[src/design/vsac_pkg.sv]
`default_nettype none

package vsac_pkg;

    localparam int TIME_BITS_DEF = 32;
    localparam int CFG_DATA_W    = 32;
    localparam int CFG_IDX_W     = 3;
    localparam int INTERVAL_W    = 10;

    localparam logic [9:0]  FEVER_MARGIN    = 10'd5;
    localparam logic [6:0]  BEEP_BUZZER_MS  = 7'd100;
    localparam logic [6:0]  BEEP_ALL_MS     = 7'd80;
    localparam logic [INTERVAL_W-1:0] INTERVAL_INFO_MS   = 10'd1000;
    localparam logic [INTERVAL_W-1:0] INTERVAL_WARN_MS   = 10'd500;
    localparam logic [INTERVAL_W-1:0] INTERVAL_DANGER_MS = 10'd250;

    localparam logic [8:0]  HR_HIGH_RST   = 9'd100;
    localparam logic [8:0]  HR_LOW_RST    = 9'd60;
    localparam logic [6:0]  SPO2_LOW_RST  = 7'd90;
    localparam logic [9:0]  TEMP_HIGH_RST = 10'd375;
    localparam logic [5:0]  HR_HYST_RST   = 6'd5;
    localparam logic [4:0]  SPO2_HYST_RST = 5'd2;
    localparam logic [31:0] MUTE_TMO_RST  = 32'd60000;

    typedef enum logic [2:0] {
        OP_SAMPLE  = 3'd0,
        OP_FALL    = 3'd1,
        OP_CONFIRM = 3'd2,
        OP_MUTE    = 3'd3,
        OP_TICK    = 3'd4
    } opcode_t;

    typedef enum logic [2:0] {
        ST_NORMAL   = 3'd0,
        ST_HR_HIGH  = 3'd1,
        ST_HR_LOW   = 3'd2,
        ST_SPO2_LOW = 3'd3,
        ST_FEVER    = 3'd4,
        ST_FALL     = 3'd5
    } status_t;

    typedef enum logic [1:0] {
        LV_NONE    = 2'd0,
        LV_INFO    = 2'd1,
        LV_WARNING = 2'd2,
        LV_DANGER  = 2'd3
    } level_t;

    typedef enum logic [2:0] {
        MD_NONE      = 3'd0,
        MD_VISUAL    = 3'd1,
        MD_BUZZER    = 3'd2,
        MD_VIBRATION = 3'd3,
        MD_ALL       = 3'd4
    } mode_t;

    typedef enum logic [2:0] {
        LED_KEEP   = 3'd0,
        LED_NORMAL = 3'd1,
        LED_YELLOW = 3'd2,
        LED_RED    = 3'd3,
        LED_OFF    = 3'd4
    } led_t;

    typedef enum logic [1:0] {
        MOT_KEEP  = 2'd0,
        MOT_ON    = 2'd1,
        MOT_OFF   = 2'd2,
        MOT_PULSE = 2'd3
    } motor_t;

    typedef enum logic [CFG_IDX_W-1:0] {
        CFG_HR_HIGH_LIMIT   = 3'd0,
        CFG_HR_LOW_LIMIT    = 3'd1,
        CFG_SPO2_LOW_LIMIT  = 3'd2,
        CFG_TEMP_HIGH_LIMIT = 3'd3,
        CFG_HR_HYSTERESIS   = 3'd4,
        CFG_SPO2_HYSTERESIS = 3'd5,
        CFG_MUTE_TIMEOUT_MS = 3'd6
    } cfg_index_t;

    typedef struct packed {
        logic [8:0]  hr_high_limit;
        logic [8:0]  hr_low_limit;
        logic [6:0]  spo2_low_limit;
        logic [9:0]  temp_high_limit;
        logic [5:0]  hr_hysteresis;
        logic [4:0]  spo2_hysteresis;
        logic [31:0] mute_timeout_ms;
    } cfg_t;

    typedef struct packed {
        logic hr_high;
        logic hr_low;
        logic spo2_low;
        logic fever;
    } alarm_latch_t;

    typedef struct packed {
        alarm_latch_t latch;
        status_t      status;
    } alarm_eval_t;

    function automatic level_t level_of(status_t st);
        level_t lv;
        case (st)
            ST_FALL, ST_SPO2_LOW: lv = LV_DANGER;
            ST_HR_HIGH, ST_HR_LOW: lv = LV_WARNING;
            ST_FEVER:             lv = LV_INFO;
            default:              lv = LV_NONE;
        endcase
        return lv;
    endfunction

    function automatic mode_t mode_of(level_t lv);
        mode_t md;
        case (lv)
            LV_INFO:    md = MD_VISUAL;
            LV_WARNING: md = MD_VIBRATION;
            LV_DANGER:  md = MD_ALL;
            default:    md = MD_NONE;
        endcase
        return md;
    endfunction

endpackage

`default_nettype wire

[src/design/vsac_if.sv]
`default_nettype none

interface vsac_in_if;
    logic        valid;
    logic        ready;
    logic [2:0]  opcode;
    logic [8:0]  pulse_bpm;
    logic [6:0]  spo2;
    logic [9:0]  temperature;
    logic [31:0] now_ms;

    modport source (output valid, opcode, pulse_bpm, spo2, temperature, now_ms,
                    input ready);
    modport sink (input valid, opcode, pulse_bpm, spo2, temperature, now_ms,
                  output ready);
endinterface

interface vsac_out_if;
    logic       valid;
    logic       ready;
    logic [2:0] status;
    logic [1:0] level;
    logic [2:0] mode;
    logic       alarm_active;
    logic       alarm_muted;
    logic [2:0] led_cmd;
    logic [1:0] motor_cmd;
    logic [6:0] beep_ms;

    modport source (output valid, status, level, mode, alarm_active, alarm_muted,
                    led_cmd, motor_cmd, beep_ms, input ready);
    modport sink (input valid, status, level, mode, alarm_active, alarm_muted,
                  led_cmd, motor_cmd, beep_ms, output ready);
endinterface

`default_nettype wire

[src/design/vital_sign_alarm_controller.sv]
`default_nettype none

// Channel   Direction  Handshake       Payload
// in_ch     in         valid / ready   opcode, pulse_bpm, spo2, temperature, now_ms
// out_ch    out        valid / ready   status, level, mode, alarm_active, alarm_muted,
//                                      led_cmd, motor_cmd, beep_ms
// cfg       in         cfg_we          cfg_index, cfg_data (write only)
//
// One request per cycle sustained while out_ch.ready stays high; each request passes
// through the input register, then the result register.
// Latency is set by the input register and the result register around the alarm
// compare and state update logic.
// Reset: alert state, alarm latches and timers clear; config takes its defaults.
// A stalled result holds in the result register; in_ch.ready drops only when both
// registers are full and out_ch.ready is low.
module vital_sign_alarm_controller #(
    parameter int TIME_BITS = vsac_pkg::TIME_BITS_DEF
) (
    input  wire logic                             clk,
    input  wire logic                             rst_n,
    vsac_in_if.sink                               in_ch,
    vsac_out_if.source                            out_ch,
    input  wire logic                             cfg_we,
    input  wire logic [vsac_pkg::CFG_IDX_W-1:0]   cfg_index,
    input  wire logic [vsac_pkg::CFG_DATA_W-1:0]  cfg_data
);

    vsac_pkg::cfg_t cfg;

    vsac_cfg_regs u_cfg_regs (
        .clk       (clk),
        .rst_n     (rst_n),
        .cfg_we    (cfg_we),
        .cfg_index (cfg_index),
        .cfg_data  (cfg_data),
        .cfg       (cfg)
    );

    vsac_ctrl #(
        .TIME_BITS (TIME_BITS)
    ) u_ctrl (
        .clk    (clk),
        .rst_n  (rst_n),
        .cfg    (cfg),
        .in_ch  (in_ch),
        .out_ch (out_ch)
    );

endmodule

`default_nettype wire

[src/design/vsac_cfg_regs.sv]
`default_nettype none

module vsac_cfg_regs (
    input  wire logic                              clk,
    input  wire logic                              rst_n,
    input  wire logic                              cfg_we,
    input  wire logic [vsac_pkg::CFG_IDX_W-1:0]    cfg_index,
    input  wire logic [vsac_pkg::CFG_DATA_W-1:0]   cfg_data,
    output vsac_pkg::cfg_t                         cfg
);

    vsac_pkg::cfg_t cfg_reg;
    vsac_pkg::cfg_t cfg_next;

    always_comb
    begin
        cfg_next = cfg_reg;
        if (cfg_we)
        begin
            case (vsac_pkg::cfg_index_t'(cfg_index))
                vsac_pkg::CFG_HR_HIGH_LIMIT:   cfg_next.hr_high_limit   = cfg_data[8:0];
                vsac_pkg::CFG_HR_LOW_LIMIT:    cfg_next.hr_low_limit    = cfg_data[8:0];
                vsac_pkg::CFG_SPO2_LOW_LIMIT:  cfg_next.spo2_low_limit  = cfg_data[6:0];
                vsac_pkg::CFG_TEMP_HIGH_LIMIT: cfg_next.temp_high_limit = cfg_data[9:0];
                vsac_pkg::CFG_HR_HYSTERESIS:   cfg_next.hr_hysteresis   = cfg_data[5:0];
                vsac_pkg::CFG_SPO2_HYSTERESIS: cfg_next.spo2_hysteresis = cfg_data[4:0];
                vsac_pkg::CFG_MUTE_TIMEOUT_MS: cfg_next.mute_timeout_ms = cfg_data[31:0];
                default: ;
            endcase
        end
    end

    always_ff @(posedge clk or negedge rst_n)
    begin
        if (!rst_n)
        begin
            cfg_reg.hr_high_limit   <= vsac_pkg::HR_HIGH_RST;
            cfg_reg.hr_low_limit    <= vsac_pkg::HR_LOW_RST;
            cfg_reg.spo2_low_limit  <= vsac_pkg::SPO2_LOW_RST;
            cfg_reg.temp_high_limit <= vsac_pkg::TEMP_HIGH_RST;
            cfg_reg.hr_hysteresis   <= vsac_pkg::HR_HYST_RST;
            cfg_reg.spo2_hysteresis <= vsac_pkg::SPO2_HYST_RST;
            cfg_reg.mute_timeout_ms <= vsac_pkg::MUTE_TMO_RST;
        end
        else
        begin
            cfg_reg <= cfg_next;
        end
    end

    assign cfg = cfg_reg;

endmodule

`default_nettype wire

[src/design/vsac_alarm_check.sv]
`default_nettype none

// Four hysteresis alarms; the last one in order that is set gives the status.
module vsac_alarm_check (
    input  wire vsac_pkg::cfg_t         cfg,
    input  wire vsac_pkg::alarm_latch_t latch,
    input  wire logic [8:0]             pulse_bpm,
    input  wire logic [6:0]             spo2,
    input  wire logic [9:0]             temperature,
    output vsac_pkg::alarm_eval_t       eval
);

    logic hr_high_set;
    logic hr_high_clr;
    logic hr_low_set;
    logic hr_low_clr;
    logic spo2_set;
    logic spo2_clr;
    logic fever_set;
    logic fever_clr;

    assign hr_high_set = pulse_bpm > cfg.hr_high_limit;
    assign hr_high_clr = ({1'b0, pulse_bpm} + {4'b0, cfg.hr_hysteresis})
                         < {1'b0, cfg.hr_high_limit};

    assign hr_low_set  = (pulse_bpm != 9'd0) && (pulse_bpm < cfg.hr_low_limit);
    assign hr_low_clr  = {1'b0, pulse_bpm}
                         > ({1'b0, cfg.hr_low_limit} + {4'b0, cfg.hr_hysteresis});

    assign spo2_set    = (spo2 != 7'd0) && (spo2 < cfg.spo2_low_limit);
    assign spo2_clr    = {1'b0, spo2}
                         > ({1'b0, cfg.spo2_low_limit} + {3'b0, cfg.spo2_hysteresis});

    assign fever_set   = temperature > cfg.temp_high_limit;
    assign fever_clr   = ({1'b0, temperature} + {1'b0, vsac_pkg::FEVER_MARGIN})
                         < {1'b0, cfg.temp_high_limit};

    always_comb
    begin
        eval.latch.hr_high  = latch.hr_high  ? !hr_high_clr : hr_high_set;
        eval.latch.hr_low   = latch.hr_low   ? !hr_low_clr  : hr_low_set;
        eval.latch.spo2_low = latch.spo2_low ? !spo2_clr    : spo2_set;
        eval.latch.fever    = latch.fever    ? !fever_clr   : fever_set;

        if (eval.latch.fever)
            eval.status = vsac_pkg::ST_FEVER;
        else if (eval.latch.spo2_low)
            eval.status = vsac_pkg::ST_SPO2_LOW;
        else if (eval.latch.hr_low)
            eval.status = vsac_pkg::ST_HR_LOW;
        else if (eval.latch.hr_high)
            eval.status = vsac_pkg::ST_HR_HIGH;
        else
            eval.status = vsac_pkg::ST_NORMAL;
    end

endmodule

`default_nettype wire

[src/design/vsac_ctrl.sv]
`default_nettype none

module vsac_ctrl #(
    parameter int TIME_BITS = vsac_pkg::TIME_BITS_DEF
) (
    input  wire logic           clk,
    input  wire logic           rst_n,
    input  wire vsac_pkg::cfg_t cfg,
    vsac_in_if.sink             in_ch,
    vsac_out_if.source          out_ch
);

    localparam int CMP_W = (TIME_BITS > 32) ? TIME_BITS : 32;

    // input register
    logic                   s1_valid_reg;
    logic                   s1_valid_next;
    logic [2:0]             s1_opcode_reg;
    logic [8:0]             s1_hr_reg;
    logic [6:0]             s1_spo2_reg;
    logic [9:0]             s1_temp_reg;
    logic [31:0]            s1_now_reg;

    // alert state
    vsac_pkg::status_t      status_reg, status_next;
    vsac_pkg::level_t       level_reg, level_next;
    vsac_pkg::mode_t        mode_reg, mode_next;
    logic                   active_reg, active_next;
    logic                   muted_reg, muted_next;
    logic [TIME_BITS-1:0]   start_reg, start_next;
    logic [TIME_BITS-1:0]   anim_last_reg, anim_last_next;
    logic [1:0]             phase_reg, phase_next;
    vsac_pkg::alarm_latch_t latch_reg, latch_next;

    // result register
    logic                   out_valid_reg;
    logic                   out_valid_next;
    vsac_pkg::status_t      out_status_reg;
    vsac_pkg::level_t       out_level_reg;
    vsac_pkg::mode_t        out_mode_reg;
    logic                   out_active_reg;
    logic                   out_muted_reg;
    vsac_pkg::led_t         out_led_reg;
    vsac_pkg::motor_t       out_motor_reg;
    logic [6:0]             out_beep_reg;

    logic                   in_accept;
    logic                   advance;
    vsac_pkg::alarm_eval_t  eval;
    logic [TIME_BITS-1:0]   now_w;
    logic [TIME_BITS-1:0]   mute_elapsed;
    logic [TIME_BITS-1:0]   anim_elapsed;
    logic [vsac_pkg::INTERVAL_W-1:0] interval;
    logic                   mute_lapsed;
    logic                   tick_due;
    logic                   raise;
    logic                   clear;
    vsac_pkg::status_t      raise_status;
    vsac_pkg::led_t         led;
    vsac_pkg::motor_t       motor;
    logic [6:0]             beep;
    logic                   even;

    assign advance   = s1_valid_reg && (!out_valid_reg || out_ch.ready);
    assign in_ch.ready = !s1_valid_reg || advance;
    assign in_accept = in_ch.valid && in_ch.ready;

    assign s1_valid_next  = in_accept ? 1'b1 : (advance ? 1'b0 : s1_valid_reg);
    assign out_valid_next = advance ? 1'b1 : (out_ch.ready ? 1'b0 : out_valid_reg);

    vsac_alarm_check u_alarm_check (
        .cfg         (cfg),
        .latch       (latch_reg),
        .pulse_bpm   (s1_hr_reg),
        .spo2        (s1_spo2_reg),
        .temperature (s1_temp_reg),
        .eval        (eval)
    );

    assign now_w        = TIME_BITS'(s1_now_reg);
    assign mute_elapsed = now_w - start_reg;
    assign anim_elapsed = now_w - anim_last_reg;
    assign mute_lapsed  = CMP_W'(mute_elapsed) >= CMP_W'(cfg.mute_timeout_ms);
    assign tick_due     = anim_elapsed >= TIME_BITS'(interval);
    assign even         = !phase_reg[0];

    always_comb
    begin
        case (level_reg)
            vsac_pkg::LV_INFO:   interval = vsac_pkg::INTERVAL_INFO_MS;
            vsac_pkg::LV_DANGER: interval = vsac_pkg::INTERVAL_DANGER_MS;
            default:             interval = vsac_pkg::INTERVAL_WARN_MS;
        endcase
    end

    always_comb
    begin
        status_next    = status_reg;
        level_next     = level_reg;
        mode_next      = mode_reg;
        active_next    = active_reg;
        muted_next     = muted_reg;
        start_next     = start_reg;
        anim_last_next = anim_last_reg;
        phase_next     = phase_reg;
        latch_next     = latch_reg;
        led            = vsac_pkg::LED_KEEP;
        motor          = vsac_pkg::MOT_KEEP;
        beep           = '0;
        raise          = 1'b0;
        clear          = 1'b0;
        raise_status   = vsac_pkg::ST_NORMAL;

        case (vsac_pkg::opcode_t'(s1_opcode_reg))
            vsac_pkg::OP_SAMPLE:
            begin
                latch_next = eval.latch;
                if (muted_reg && mute_lapsed)
                    muted_next = 1'b0;
                if (eval.status != vsac_pkg::ST_NORMAL && eval.status != status_reg)
                begin
                    raise        = 1'b1;
                    raise_status = eval.status;
                end
                else if (eval.status == vsac_pkg::ST_NORMAL
                         && status_reg != vsac_pkg::ST_NORMAL)
                begin
                    clear = 1'b1;
                end
            end
            vsac_pkg::OP_FALL:
            begin
                raise        = 1'b1;
                raise_status = vsac_pkg::ST_FALL;
            end
            vsac_pkg::OP_CONFIRM:
            begin
                clear = 1'b1;
            end
            vsac_pkg::OP_MUTE:
            begin
                muted_next = 1'b1;
                start_next = now_w;
                motor      = vsac_pkg::MOT_OFF;
            end
            vsac_pkg::OP_TICK:
            begin
                if (active_reg && !muted_reg && tick_due)
                begin
                    anim_last_next = now_w;
                    phase_next     = phase_reg + 2'd1;
                    case (mode_reg)
                        vsac_pkg::MD_VISUAL:
                        begin
                            led = even ? vsac_pkg::LED_YELLOW : vsac_pkg::LED_OFF;
                        end
                        vsac_pkg::MD_BUZZER:
                        begin
                            if (even)
                                beep = vsac_pkg::BEEP_BUZZER_MS;
                        end
                        vsac_pkg::MD_VIBRATION:
                        begin
                            if (phase_reg == 2'd0)
                                motor = vsac_pkg::MOT_PULSE;
                        end
                        vsac_pkg::MD_ALL:
                        begin
                            if (even)
                            begin
                                led   = vsac_pkg::LED_RED;
                                motor = vsac_pkg::MOT_ON;
                                beep  = vsac_pkg::BEEP_ALL_MS;
                            end
                            else
                            begin
                                led   = vsac_pkg::LED_OFF;
                                motor = vsac_pkg::MOT_OFF;
                            end
                        end
                        default: ;
                    endcase
                end
            end
            default: ;
        endcase

        if (raise)
        begin
            status_next = raise_status;
            level_next  = vsac_pkg::level_of(raise_status);
            mode_next   = vsac_pkg::mode_of(level_next);
            active_next = 1'b1;
            start_next  = now_w;
            phase_next  = 2'd0;
            muted_next  = 1'b0;
        end

        if (clear)
        begin
            status_next = vsac_pkg::ST_NORMAL;
            level_next  = vsac_pkg::LV_NONE;
            mode_next   = vsac_pkg::MD_NONE;
            active_next = 1'b0;
            phase_next  = 2'd0;
            led         = vsac_pkg::LED_NORMAL;
            motor       = vsac_pkg::MOT_OFF;
        end
    end

    always_ff @(posedge clk or negedge rst_n)
    begin
        if (!rst_n)
        begin
            s1_valid_reg  <= 1'b0;
            out_valid_reg <= 1'b0;
            status_reg    <= vsac_pkg::ST_NORMAL;
            level_reg     <= vsac_pkg::LV_NONE;
            mode_reg      <= vsac_pkg::MD_NONE;
            active_reg    <= 1'b0;
            muted_reg     <= 1'b0;
            start_reg     <= '0;
            anim_last_reg <= '0;
            phase_reg     <= 2'd0;
            latch_reg     <= '0;
        end
        else
        begin
            s1_valid_reg  <= s1_valid_next;
            out_valid_reg <= out_valid_next;
            if (advance)
            begin
                status_reg    <= status_next;
                level_reg     <= level_next;
                mode_reg      <= mode_next;
                active_reg    <= active_next;
                muted_reg     <= muted_next;
                start_reg     <= start_next;
                anim_last_reg <= anim_last_next;
                phase_reg     <= phase_next;
                latch_reg     <= latch_next;
            end
        end
    end

    always_ff @(posedge clk)
    begin
        if (in_accept)
        begin
            s1_opcode_reg <= in_ch.opcode;
            s1_hr_reg     <= in_ch.pulse_bpm;
            s1_spo2_reg   <= in_ch.spo2;
            s1_temp_reg   <= in_ch.temperature;
            s1_now_reg    <= in_ch.now_ms;
        end
        if (advance)
        begin
            out_status_reg <= status_next;
            out_level_reg  <= level_next;
            out_mode_reg   <= mode_next;
            out_active_reg <= active_next;
            out_muted_reg  <= muted_next;
            out_led_reg    <= led;
            out_motor_reg  <= motor;
            out_beep_reg   <= beep;
        end
    end

    assign out_ch.valid        = out_valid_reg;
    assign out_ch.status       = out_status_reg;
    assign out_ch.level        = out_level_reg;
    assign out_ch.mode         = out_mode_reg;
    assign out_ch.alarm_active = out_active_reg;
    assign out_ch.alarm_muted  = out_muted_reg;
    assign out_ch.led_cmd      = out_led_reg;
    assign out_ch.motor_cmd    = out_motor_reg;
    assign out_ch.beep_ms      = out_beep_reg;

    a_active_matches_status: assert property (@(posedge clk) disable iff (!rst_n)
        active_reg == (status_reg != vsac_pkg::ST_NORMAL))
        else $error("active flag out of step with status");

    a_level_mode_map: assert property (@(posedge clk) disable iff (!rst_n)
        level_reg == vsac_pkg::level_of(status_reg)
        && mode_reg == vsac_pkg::mode_of(level_reg))
        else $error("level or mode does not follow status");

    a_accept_fills_stage: assert property (@(posedge clk) disable iff (!rst_n)
        in_accept |=> s1_valid_reg)
        else $error("accepted request lost from input register");

    a_all_mode_beep: assert property (@(posedge clk) disable iff (!rst_n)
        out_valid_reg && out_beep_reg == vsac_pkg::BEEP_ALL_MS
        |-> out_led_reg == vsac_pkg::LED_RED && out_motor_reg == vsac_pkg::MOT_ON)
        else $error("all-mode beep without red LED and motor on");

endmodule

`default_nettype wire

[src/flat_wrapper.sv]
// flat-port wrapper written by rule: the top's interface ports become plain ports
module vital_sign_alarm_controller_flat 
#(
    parameter int TIME_BITS = vsac_pkg::TIME_BITS_DEF
)
  (clk, rst_n, cfg_we, cfg_index, cfg_data, in_ch_valid, in_ch_opcode, in_ch_pulse_bpm, in_ch_spo2, in_ch_temperature, in_ch_now_ms, in_ch_ready, out_ch_valid, out_ch_status, out_ch_level, out_ch_mode, out_ch_alarm_active, out_ch_alarm_muted, out_ch_led_cmd, out_ch_motor_cmd, out_ch_beep_ms, out_ch_ready);
  vsac_in_if in_ch_i ();
  vsac_out_if out_ch_i ();
  input  wire logic clk;
  input  wire logic rst_n;
  input  wire logic cfg_we;
  input  wire logic [vsac_pkg::CFG_IDX_W-1:0] cfg_index;
  input  wire logic [vsac_pkg::CFG_DATA_W-1:0] cfg_data;
  input wire logic [$bits(in_ch_i.valid)-1:0] in_ch_valid;
  input wire logic [$bits(in_ch_i.opcode)-1:0] in_ch_opcode;
  input wire logic [$bits(in_ch_i.pulse_bpm)-1:0] in_ch_pulse_bpm;
  input wire logic [$bits(in_ch_i.spo2)-1:0] in_ch_spo2;
  input wire logic [$bits(in_ch_i.temperature)-1:0] in_ch_temperature;
  input wire logic [$bits(in_ch_i.now_ms)-1:0] in_ch_now_ms;
  output wire logic [$bits(in_ch_i.ready)-1:0] in_ch_ready;
  output wire logic [$bits(out_ch_i.valid)-1:0] out_ch_valid;
  output wire logic [$bits(out_ch_i.status)-1:0] out_ch_status;
  output wire logic [$bits(out_ch_i.level)-1:0] out_ch_level;
  output wire logic [$bits(out_ch_i.mode)-1:0] out_ch_mode;
  output wire logic [$bits(out_ch_i.alarm_active)-1:0] out_ch_alarm_active;
  output wire logic [$bits(out_ch_i.alarm_muted)-1:0] out_ch_alarm_muted;
  output wire logic [$bits(out_ch_i.led_cmd)-1:0] out_ch_led_cmd;
  output wire logic [$bits(out_ch_i.motor_cmd)-1:0] out_ch_motor_cmd;
  output wire logic [$bits(out_ch_i.beep_ms)-1:0] out_ch_beep_ms;
  input wire logic [$bits(out_ch_i.ready)-1:0] out_ch_ready;
  assign in_ch_i.valid = in_ch_valid;
  assign in_ch_i.opcode = in_ch_opcode;
  assign in_ch_i.pulse_bpm = in_ch_pulse_bpm;
  assign in_ch_i.spo2 = in_ch_spo2;
  assign in_ch_i.temperature = in_ch_temperature;
  assign in_ch_i.now_ms = in_ch_now_ms;
  assign in_ch_ready = in_ch_i.ready;
  assign out_ch_valid = out_ch_i.valid;
  assign out_ch_status = out_ch_i.status;
  assign out_ch_level = out_ch_i.level;
  assign out_ch_mode = out_ch_i.mode;
  assign out_ch_alarm_active = out_ch_i.alarm_active;
  assign out_ch_alarm_muted = out_ch_i.alarm_muted;
  assign out_ch_led_cmd = out_ch_i.led_cmd;
  assign out_ch_motor_cmd = out_ch_i.motor_cmd;
  assign out_ch_beep_ms = out_ch_i.beep_ms;
  assign out_ch_i.ready = out_ch_ready;
  vital_sign_alarm_controller #(.TIME_BITS(TIME_BITS)) u_core (.clk(clk), .rst_n(rst_n), .in_ch(in_ch_i), .out_ch(out_ch_i), .cfg_we(cfg_we), .cfg_index(cfg_index), .cfg_data(cfg_data));
endmodule
[config.mk]
export PLATFORM = sky130hd
export DESIGN_NAME = vital_sign_alarm_controller_flat
export DESIGN_NICKNAME = d
export VERILOG_FILES = /design/src/design/vsac_pkg.sv /design/src/design/vsac_if.sv /design/src/design/vital_sign_alarm_controller.sv /design/src/design/vsac_cfg_regs.sv /design/src/design/vsac_alarm_check.sv /design/src/design/vsac_ctrl.sv /design/src/flat_wrapper.sv
export SDC_FILE = /design/constraint.sdc
export NUM_CORES = 1
export LEC_CHECK = 0
export BUFFER_PORTS_ARGS = -buffer_cell sky130_fd_sc_hd__buf_4
export CAP_MARGIN = 20
export CORE_AREA = 3 3 237 239
export DETAILED_ROUTE_END_ITERATION = 16
export DIE_AREA = 0 0 240 242
export HOLD_SLACK_MARGIN = 0.1
export SLEW_MARGIN = 40
export SYNTH_ARGS = -nofsm -noshare
export SYNTH_HDL_FRONTEND = slang
export SYNTH_SLANG_ARGS = --single-unit
[constraint.sdc]
create_clock -name clk -period 4.6 [get_ports clk]
set_input_delay 0.23 -clock clk [delete_from_list [all_inputs] [get_ports clk]]
set_output_delay 0.23 -clock clk [all_outputs]
set_load 0.05 [all_outputs]
Word level (Yosys, flattened, before mapping)
Cells that the tools add are included.
W data, S select, Z words.
{"block": "word_totals", "reg_bits": 243}
{"block": "classes", "eq_ne": 25, "bitwise_logic": 2, "mux": 53, "order_cmp": 10, "n_addsub": 7, "reduce_logical": 46}
{"cell": "$mux W32", "n": 2}
{"cell": "$sub A32 B32 Y32", "n": 2}
{"cell": "$ge A32 B10 Y1", "n": 1}
{"cell": "$ge A32 B32 Y1", "n": 1}
{"cell": "$mux W3", "n": 10}
{"cell": "$eq A3 B2 Y1 const B", "n": 8}
{"cell": "$eq A3 B3 Y1 const B", "n": 7}
{"cell": "$add A9 B6 Y10", "n": 2}
{"cell": "$mux W2", "n": 10}
{"cell": "$pmux W10 S2", "n": 1}
{"cell": "$reduce_and A2 Y1", "n": 10}
{"cell": "$mux W1", "n": 18}
{"cell": "$mux W7", "n": 2}
{"cell": "$pmux W7 S2", "n": 1}
{"cell": "$eq A3 B1 Y1 const B", "n": 4}
{"cell": "$pmux W3 S2", "n": 2}
{"cell": "$reduce_bool A3 Y1", "n": 4}
{"cell": "$add A10 B3 Y11 const B", "n": 1}
{"cell": "$lt A11 B10 Y1", "n": 1}
{"cell": "$gt A10 B10 Y1", "n": 1}
{"cell": "$gt A9 B10 Y1", "n": 1}
{"cell": "$lt A10 B9 Y1", "n": 1}
{"cell": "$gt A9 B9 Y1", "n": 1}
{"cell": "$logic_and A1 B1 Y1", "n": 9}
{"cell": "23 further kinds", "n": 43}

Logic depth before layout (Yosys ltp)
{"block": "depth", "ltp_word": 20, "mapped_depth": 25, "mapped_depth_nobuf": 25}

By module
A second synthesis with hierarchy kept.
{"block": "hier_totals", "hier_cells": 1768, "area_unflattened_um2": 16977.5}
{"mod": "vsac_ctrl", "area_per_inst_um2": 11374.7, "seq_area_each_um2": 4424.2, "n_inst": 1, "cells_each": 1259}
{"mod": "vsac_cfg_regs", "area_per_inst_um2": 2991.6, "seq_area_each_um2": 1986.9, "n_inst": 1, "cells_each": 170}
{"mod": "vsac_alarm_check", "area_per_inst_um2": 2611.3, "seq_area_each_um2": 0.0, "n_inst": 1, "cells_each": 339}

Worst setup path after synthesis
Ideal clock, no wire load.
{"block": "synth_timing", "kind": "register to register", "startpoint": "register u_core.u_ctrl.s1_hr_reg[0]", "endpoint": "register u_core.u_ctrl.out_mode_reg[0] (netlist: u_core.u_ctrl.out_ch.mode[0]), data pin", "slack_ns": -0.317, "synth_period_minus_slack_ns": 4.917, "n_path_buf": 1, "required_time_ns": 4.344, "path_stages_with_launch": 23, "t_arrival_ns": 4.662, "cell_sequence": "edfxtp_1 -> ha_1 -> fa_1 -> a21o_1 -> a21oi_1 -> o21bai_1 -> a21oi_1 -> xnor2_1 -> ha_1 -> a2111o_1 -> a31oi_1 -> o21ai_0 -> a31o_2 -> o22ai_1 -> mux2i_1 -> o21a_1 -> and2_1 -> clkbuf_1 -> a21oi_1 -> inv_1 -> ha_1 -> a21boi_0 -> a31o_2"}
{"block": "synth_via", "elab_chain_len": 20, "elab_cells_between_ends": 42, "classes_between": "add/sub: 1; order compare: 4; eq/ne: 9; mux: 18; reduce/logical: 10"}
{"element": "start, declared", "line_no": "vsac_ctrl.sv:19", "rtl": "logic [8:0] s1_hr_reg;"}
{"element": "start signal, assigned", "line_no": "vsac_ctrl.sv:251", "rtl": "s1_hr_reg <= in_ch.pulse_bpm;"}
{"element": "$add A9 B6 Y10", "line_no": "vsac_alarm_check.sv:23", "rtl": "assign hr_high_clr = ({1'b0, pulse_bpm} + {4'b0, cfg.hr_hysteresis})"}
{"element": "$lt A10 B9 Y1", "line_no": "vsac_alarm_check.sv:24", "rtl": "< {1'b0, cfg.hr_high_limit};"}
{"element": "$logic_not A1 Y1", "line_no": "vsac_alarm_check.sv:40", "rtl": "eval.latch.hr_high = latch.hr_high ? !hr_high_clr : hr_high_set;"}
{"element": "$mux W1", "line_no": "vsac_alarm_check.sv:40"}
{"element": "$mux W1", "line_no": "vsac_alarm_check.sv:51", "rtl": "else if (eval.latch.hr_high)"}
{"element": "$mux W3 (*)", "line_no": "vsac_alarm_check.sv:49", "rtl": "else if (eval.latch.hr_low)"}
{"element": "$mux W3 (*)", "line_no": "vsac_alarm_check.sv:47", "rtl": "else if (eval.latch.spo2_low)"}
{"element": "$mux W3 (*)", "line_no": "vsac_alarm_check.sv:45", "rtl": "if (eval.latch.fever)"}
{"element": "(+5 left out)"}
{"element": "$reduce_or A2 Y1", "line_no": "vsac_pkg.sv:106", "rtl": "case (st)"}
{"element": "$pmux W2 S3", "line_no": "vsac_pkg.sv:106"}
{"element": "$mux W2", "line_no": "vsac_ctrl.sv:188", "rtl": "if (raise)"}
{"element": "$eq A2 B2 Y1 / $eq A2 B1 Y1 (equally long branches)", "line_no": "vsac_pkg.sv:117", "rtl": "case (lv)"}
{"element": "$pmux W3 S3", "line_no": "vsac_pkg.sv:117"}
{"element": "$mux W3", "line_no": "vsac_ctrl.sv:188"}
{"element": "$mux W3 (*)", "line_no": "vsac_ctrl.sv:199", "rtl": "if (clear)"}
{"element": "named net u_core.u_ctrl.mode_next[0]", "line_no": "vsac_ctrl.sv:27", "rtl": "vsac_pkg::mode_t mode_reg, mode_next;"}
{"element": "end signal, assigned", "line_no": "vsac_ctrl.sv:260", "rtl": "out_mode_reg <= mode_next;"}
{"element": "end, declared", "line_no": "vsac_ctrl.sv:40", "rtl": "vsac_pkg::mode_t out_mode_reg;"}
Mark *: on every way through the listed nets, which the timed path passes. The rest lies on a longest branch. The select of a mux whose other input is x is not followed.
A chain may end at the register's enable or synchronous reset.

Final worst setup path
{"block": "layout_timing", "startpoint": "register u_core.u_ctrl.s1_now_reg[0] (netlist: u_core.u_ctrl.now_w[0])", "endpoint": "register u_core.u_ctrl.muted_reg"}
{"block": "layout_via", "elab_chain_len": 6}
{"element": "start, declared", "line_no": "vsac_ctrl.sv:22", "rtl": "logic [31:0] s1_now_reg;"}
{"element": "start signal, assigned", "line_no": "vsac_ctrl.sv:254", "rtl": "s1_now_reg <= in_ch.now_ms;"}
{"element": "$sub A32 B32 Y32", "line_no": "vsac_ctrl.sv:81", "rtl": "assign mute_elapsed = now_w - start_reg;"}
{"element": "$ge A32 B32 Y1", "line_no": "vsac_ctrl.sv:83", "rtl": "assign mute_lapsed = CMP_W'(mute_elapsed) >= CMP_W'(cfg.mute_timeout_ms);"}
{"element": "$logic_and A1 B1 Y1", "line_no": "vsac_ctrl.sv:118", "rtl": "if (muted_reg && mute_lapsed)"}
{"element": "$mux W1", "line_no": "vsac_ctrl.sv:118"}
{"element": "$pmux W1 S2", "line_no": "vsac_ctrl.sv:114", "rtl": "case (vsac_pkg::opcode_t'(s1_opcode_reg))"}
{"element": "$mux W1", "line_no": "vsac_ctrl.sv:188"}
{"element": "named net u_core.u_ctrl.muted_next", "line_no": "vsac_ctrl.sv:29", "rtl": "logic muted_reg, muted_next;"}
{"element": "end signal, assigned", "line_no": "vsac_ctrl.sv:237", "rtl": "muted_reg <= muted_next;"}
{"element": "end, declared", "line_no": "vsac_ctrl.sv:29"}
The timed path passes the listed nets, and every way through them passes these cells.

==> flow_summary.json <==
{
  "post-route-cell-area_sq_um": 21600,
  "worst_slew_pin_slew_ns": 0.753,
  "nets": 2238,
  "die_y_microns": 242,
  "worst-setup-path-type": "flop to flop",
  "cts_buffers": 29,
  "synth_flop_cell": "dfrtp_1",
  "drv_slew": 0,
  "cts_max_path_buffers": 3,
  "p_total_uw": 11900,
  "insertion_delay_ns": 0.57,
  "first_pass_iters": 5,
  "grt_start_max_net_pins": 93,
  "yosys-top-cells-count": "ha_1, inv_1, dfrtp_1",
  "ys_types": 85,
  "worstPathRequired_ns": 5.10,
  "setup_viol": 26,
  "finalHoldViolations": 0,
  "drt-total-wl_microns": 43300,
  "min_path_cells": 5,
  "vias_per_cell": 4.93,
  "ys_seq_area_share_pct": 39.4,
  "synth_seq_cells": 239,
  "synth.area.top_cells": "dfrtp_1, edfxtp_1, ha_1",
  "min_path_type": "input port to flop",
  "gp_congestion": 0.875,
  "numPortBuffers": 121,
  "drive_gt1_share_pct": 28.9,
  "grt_first_pass_wirelength_microns": 69500,
  "min_to": "u_core.u_cfg_regs.cfg[38]",
  "finalCritPeriodShare_pct": 102,
  "fin_skew_ns": 0.0220,
  "vdd_drop_max_mv": 0.323,
  "dpl_cell_area_sq_um": 18800,
  "crit_path_start_kind": "flop",
  "synth_top_cell_by_area": "dfrtp_1",
  "placed_cells": 2476,
  "synth_top_area_share_pct": 20.3,
  "rr_startpoint": "u_core.u_ctrl.now_w[0]",
  "grt-ovfl-total": 0,
  "num_rows": 85,
  "cts_sinks": 239,
  "cts_max_level": 1,
  "async_reset_ff_share_pct": 66.9,
  "multi_input_area_sq_um": 9500,
  "syn_inst": 1586,
  "power_leakage_uw": 0.00971,
  "rsz0062_at_grt": "true",
  "die-area_sq_um": 58100,
  "reg2reg_depth": 26,
  "synth.most_common_cell": "ha_1",
  "holdWs_ns": 0.127,
  "hpwl_microns": 31900,
  "die_x_microns": 240,
  "layout_min_cycle_time_ns": 4.68,
  "min_from": "cfg_we",
  "fp.coreArea_sq_um": 54000,
  "regArea_sq_um": 6410,
  "post_drt_wl_per_cell_microns": 16.3,
  "synth-edff-count": 79,
  "vias": 13100,
  "drtIter0Drc": 572,
  "num_antenna_cells": 0,
  "cts_tree": "built",
  "clkTransAtPathRegs_ns": 0.06,
  "yosys_warnings": 0,
  "antenna_found_initial": 0,
  "crit_path_end_kind": "flop",
  "fmax_ghz": 0.214,
  "io_pins": 125,
  "r2r_setup_slack_ns": -0.08,
  "initial_core_util_pct": 30.1,
  "timing.final.ws_setup_ns": -0.0783,
  "first_global_vias": 13400,
  "fillers": 5207,
  "grt_usage_pct": 14.6,
  "outcome": "finished with violations",
  "syn_to_final_growth_pct": 33.0,
  "post-route-drc-count": 0,
  "reg2reg_to": "u_core.u_ctrl.muted_reg",
  "tns_ns": -0.810,
  "slew-limit-headroom_pct": 49.8,
  "crit_fanout": 3,
  "power.density_nw_per_um2": 551,
  "cap_violations": 0,
  "synth_area_sq_um": 16300,
  "synth.avg_cell_area_sq_um": 10.2,
  "largest_reg_flops": 78,
  "fin_cells": 2663,
  "root_buffer": "clkbuf_16",
  "ant_nets": 0,
  "violations": "negative setup slack",
  "cp_data_arrival_time_ns": 5.18
}
[power by group]
| part | leakage [uW] | switching (uW) | internal (uW) | total (uW) |
|---|---|---|---|---|
| registers | 0.00267 | 362 | 2760 | 3120 |
| clock network | 0.000508 | 954 | 1480 | 2440 |
| logic | 0.00653 | 3270 | 3070 | 6340 |
[how the worst max path moves through the flow]
stage	from	slack, ns	cells after the start	endpoint
floorplan	u_core.u_ctrl.s1_hr_reg[0]	-0.03	22	u_core.u_ctrl.out_ch.mode[0]
global placement	u_core.u_ctrl.now_w[0]	-0.55	25	u_core.u_ctrl.muted_reg
detailed placement	u_core.u_ctrl.now_w[0]	-0.71	25	u_core.u_ctrl.muted_reg
CTS	u_core.u_ctrl.s1_hr_reg[0]	-0.09	22	u_core.u_ctrl.start_reg[29]
global route	u_core.u_ctrl.now_w[0]	-0.37	26	u_core.u_ctrl.muted_reg
finish	u_core.u_ctrl.now_w[0]	-0.08	26	u_core.u_ctrl.muted_reg
[layout by cell type, fill, tap and decap left out, types with 11 or more instances in the layout]
cell | synthesis | final
o21ai_0 | 94 | 81
a31oi_1 | 11 | 11
o21a_1 | 17 | 17
nand4_1 | 26 | 26
ha_1 | 188 | 179
nor2_1 | 78 | 76
xor2_1 | 22 | 22
dfrtp_1 | 132 | 132
nand2b_1 | 27 | 27
xnor2_1 | 40 | 38
a211oi_1 | 24 | 21
nor3_1 | 28 | 27
o21ai_1 | 2 | 11
edfxtp_1 | 79 | 79
nor4_1 | 15 | 11
buf_4 | 5 | 252
nand3_1 | 28 | 26
clkbuf_16 | 0 | 31
nor2b_1 | 17 | 15
mux2_4 | 29 | 61
a21oi_1 | 88 | 80
inv_1 | 172 | 165
dlygate4sd3_1 | 0 | 100
nand2_1 | 86 | 84
dfstp_2 | 28 | 28
mux2_2 | 91 | 59
nor3b_1 | 11 | 11
a21o_1 | 36 | 36
[per-stage QoR]
stage	utilization, %	setup WS (ns)
after floorplan	-	-0.0271
after global placement	34.7	-0.547
after detailed placement	34.7	-0.712
after CTS	39.5	-0.0855
after global routing	40.0	-0.368
final	40.0	-0.0783
[metal layers]
layer | up-vias | part of all wire [%] | global-route usage [%]
met5 | - | 0 | 0
li1 | 6465 | - | -
met4 | 0 | 2.1 | 3.84
met1 | 6356 | 47 | 19.5
met2 | 235 | 47 | 25.1
met3 | 64 | 3.6 | 1.73
[worst max-delay path, stage by stage (launching register included)]
cell and delay [ns]:
edfxtp_1 0.41, inv_2 0.10, ha_4 0.13, inv_2 0.03
fa_2 0.33, a21o_1 0.19, a22o_4 0.24, o221ai_2 0.13
a21bo_2 0.22, a211oi_4 0.08, o311ai_2 0.22, buf_4 0.18
a211oi_4 0.06, o21a_1 0.19, nor2_2 0.15, xnor2_2 0.09
ha_2 0.17, a21o_1 0.17, a21o_1 0.19, a21oi_2 0.11
nor2b_1 0.05, o21ai_1 0.11, nand2b_1 0.11, a2111oi_4 0.33
o21ai_2 0.14, a311oi_2 0.28, mux2_4 0.19
[final cells by class]
cell class                      instances  share of cell area (%)
Tap cell                              696                    4.03
Timing Repair Buffer                  370                    14.6
Sequential cell                       239                    29.7
Multi-Input combinational cell       1131                    43.9
Inverter                              173                    3.00
Clock buffer                           36                    3.76
Clock inverter                         18                   0.990
[logic make-up (layout without fill, tap and decap cells)]
| family | after synthesis | after routing | synth area share (%) |
|---|---|---|---|
| simple gates | 364 | 364 | 11.6 |
| compound gates | 376 | 376 | 15.2 |
| other cells | 1 | 3 | 0.0231 |
| buf+inv | 218 | 597 | 5.46 |
| flops | 239 | 239 | 39.4 |
| fa+ha+maj | 193 | 193 | 15.1 |
| mux | 133 | 133 | 9.81 |
| xor+xnor | 62 | 62 | 3.34 |
[timing repair]
| item | in CTS | in global routing |
|---|---|---|
| buffers inserted | 25 | 13 |
| gates cloned | 2 | 1 |
| hold endpoints to repair | 197 | 0 |
| endpoints found under the setup margin | 78 | 94 |
| hold buffers | 100 | 0 |
| gates resized for setup | 71 | 68 |
| pin swaps | 29 | 30 |
Note: power is estimated with default switching activity, not from simulation.
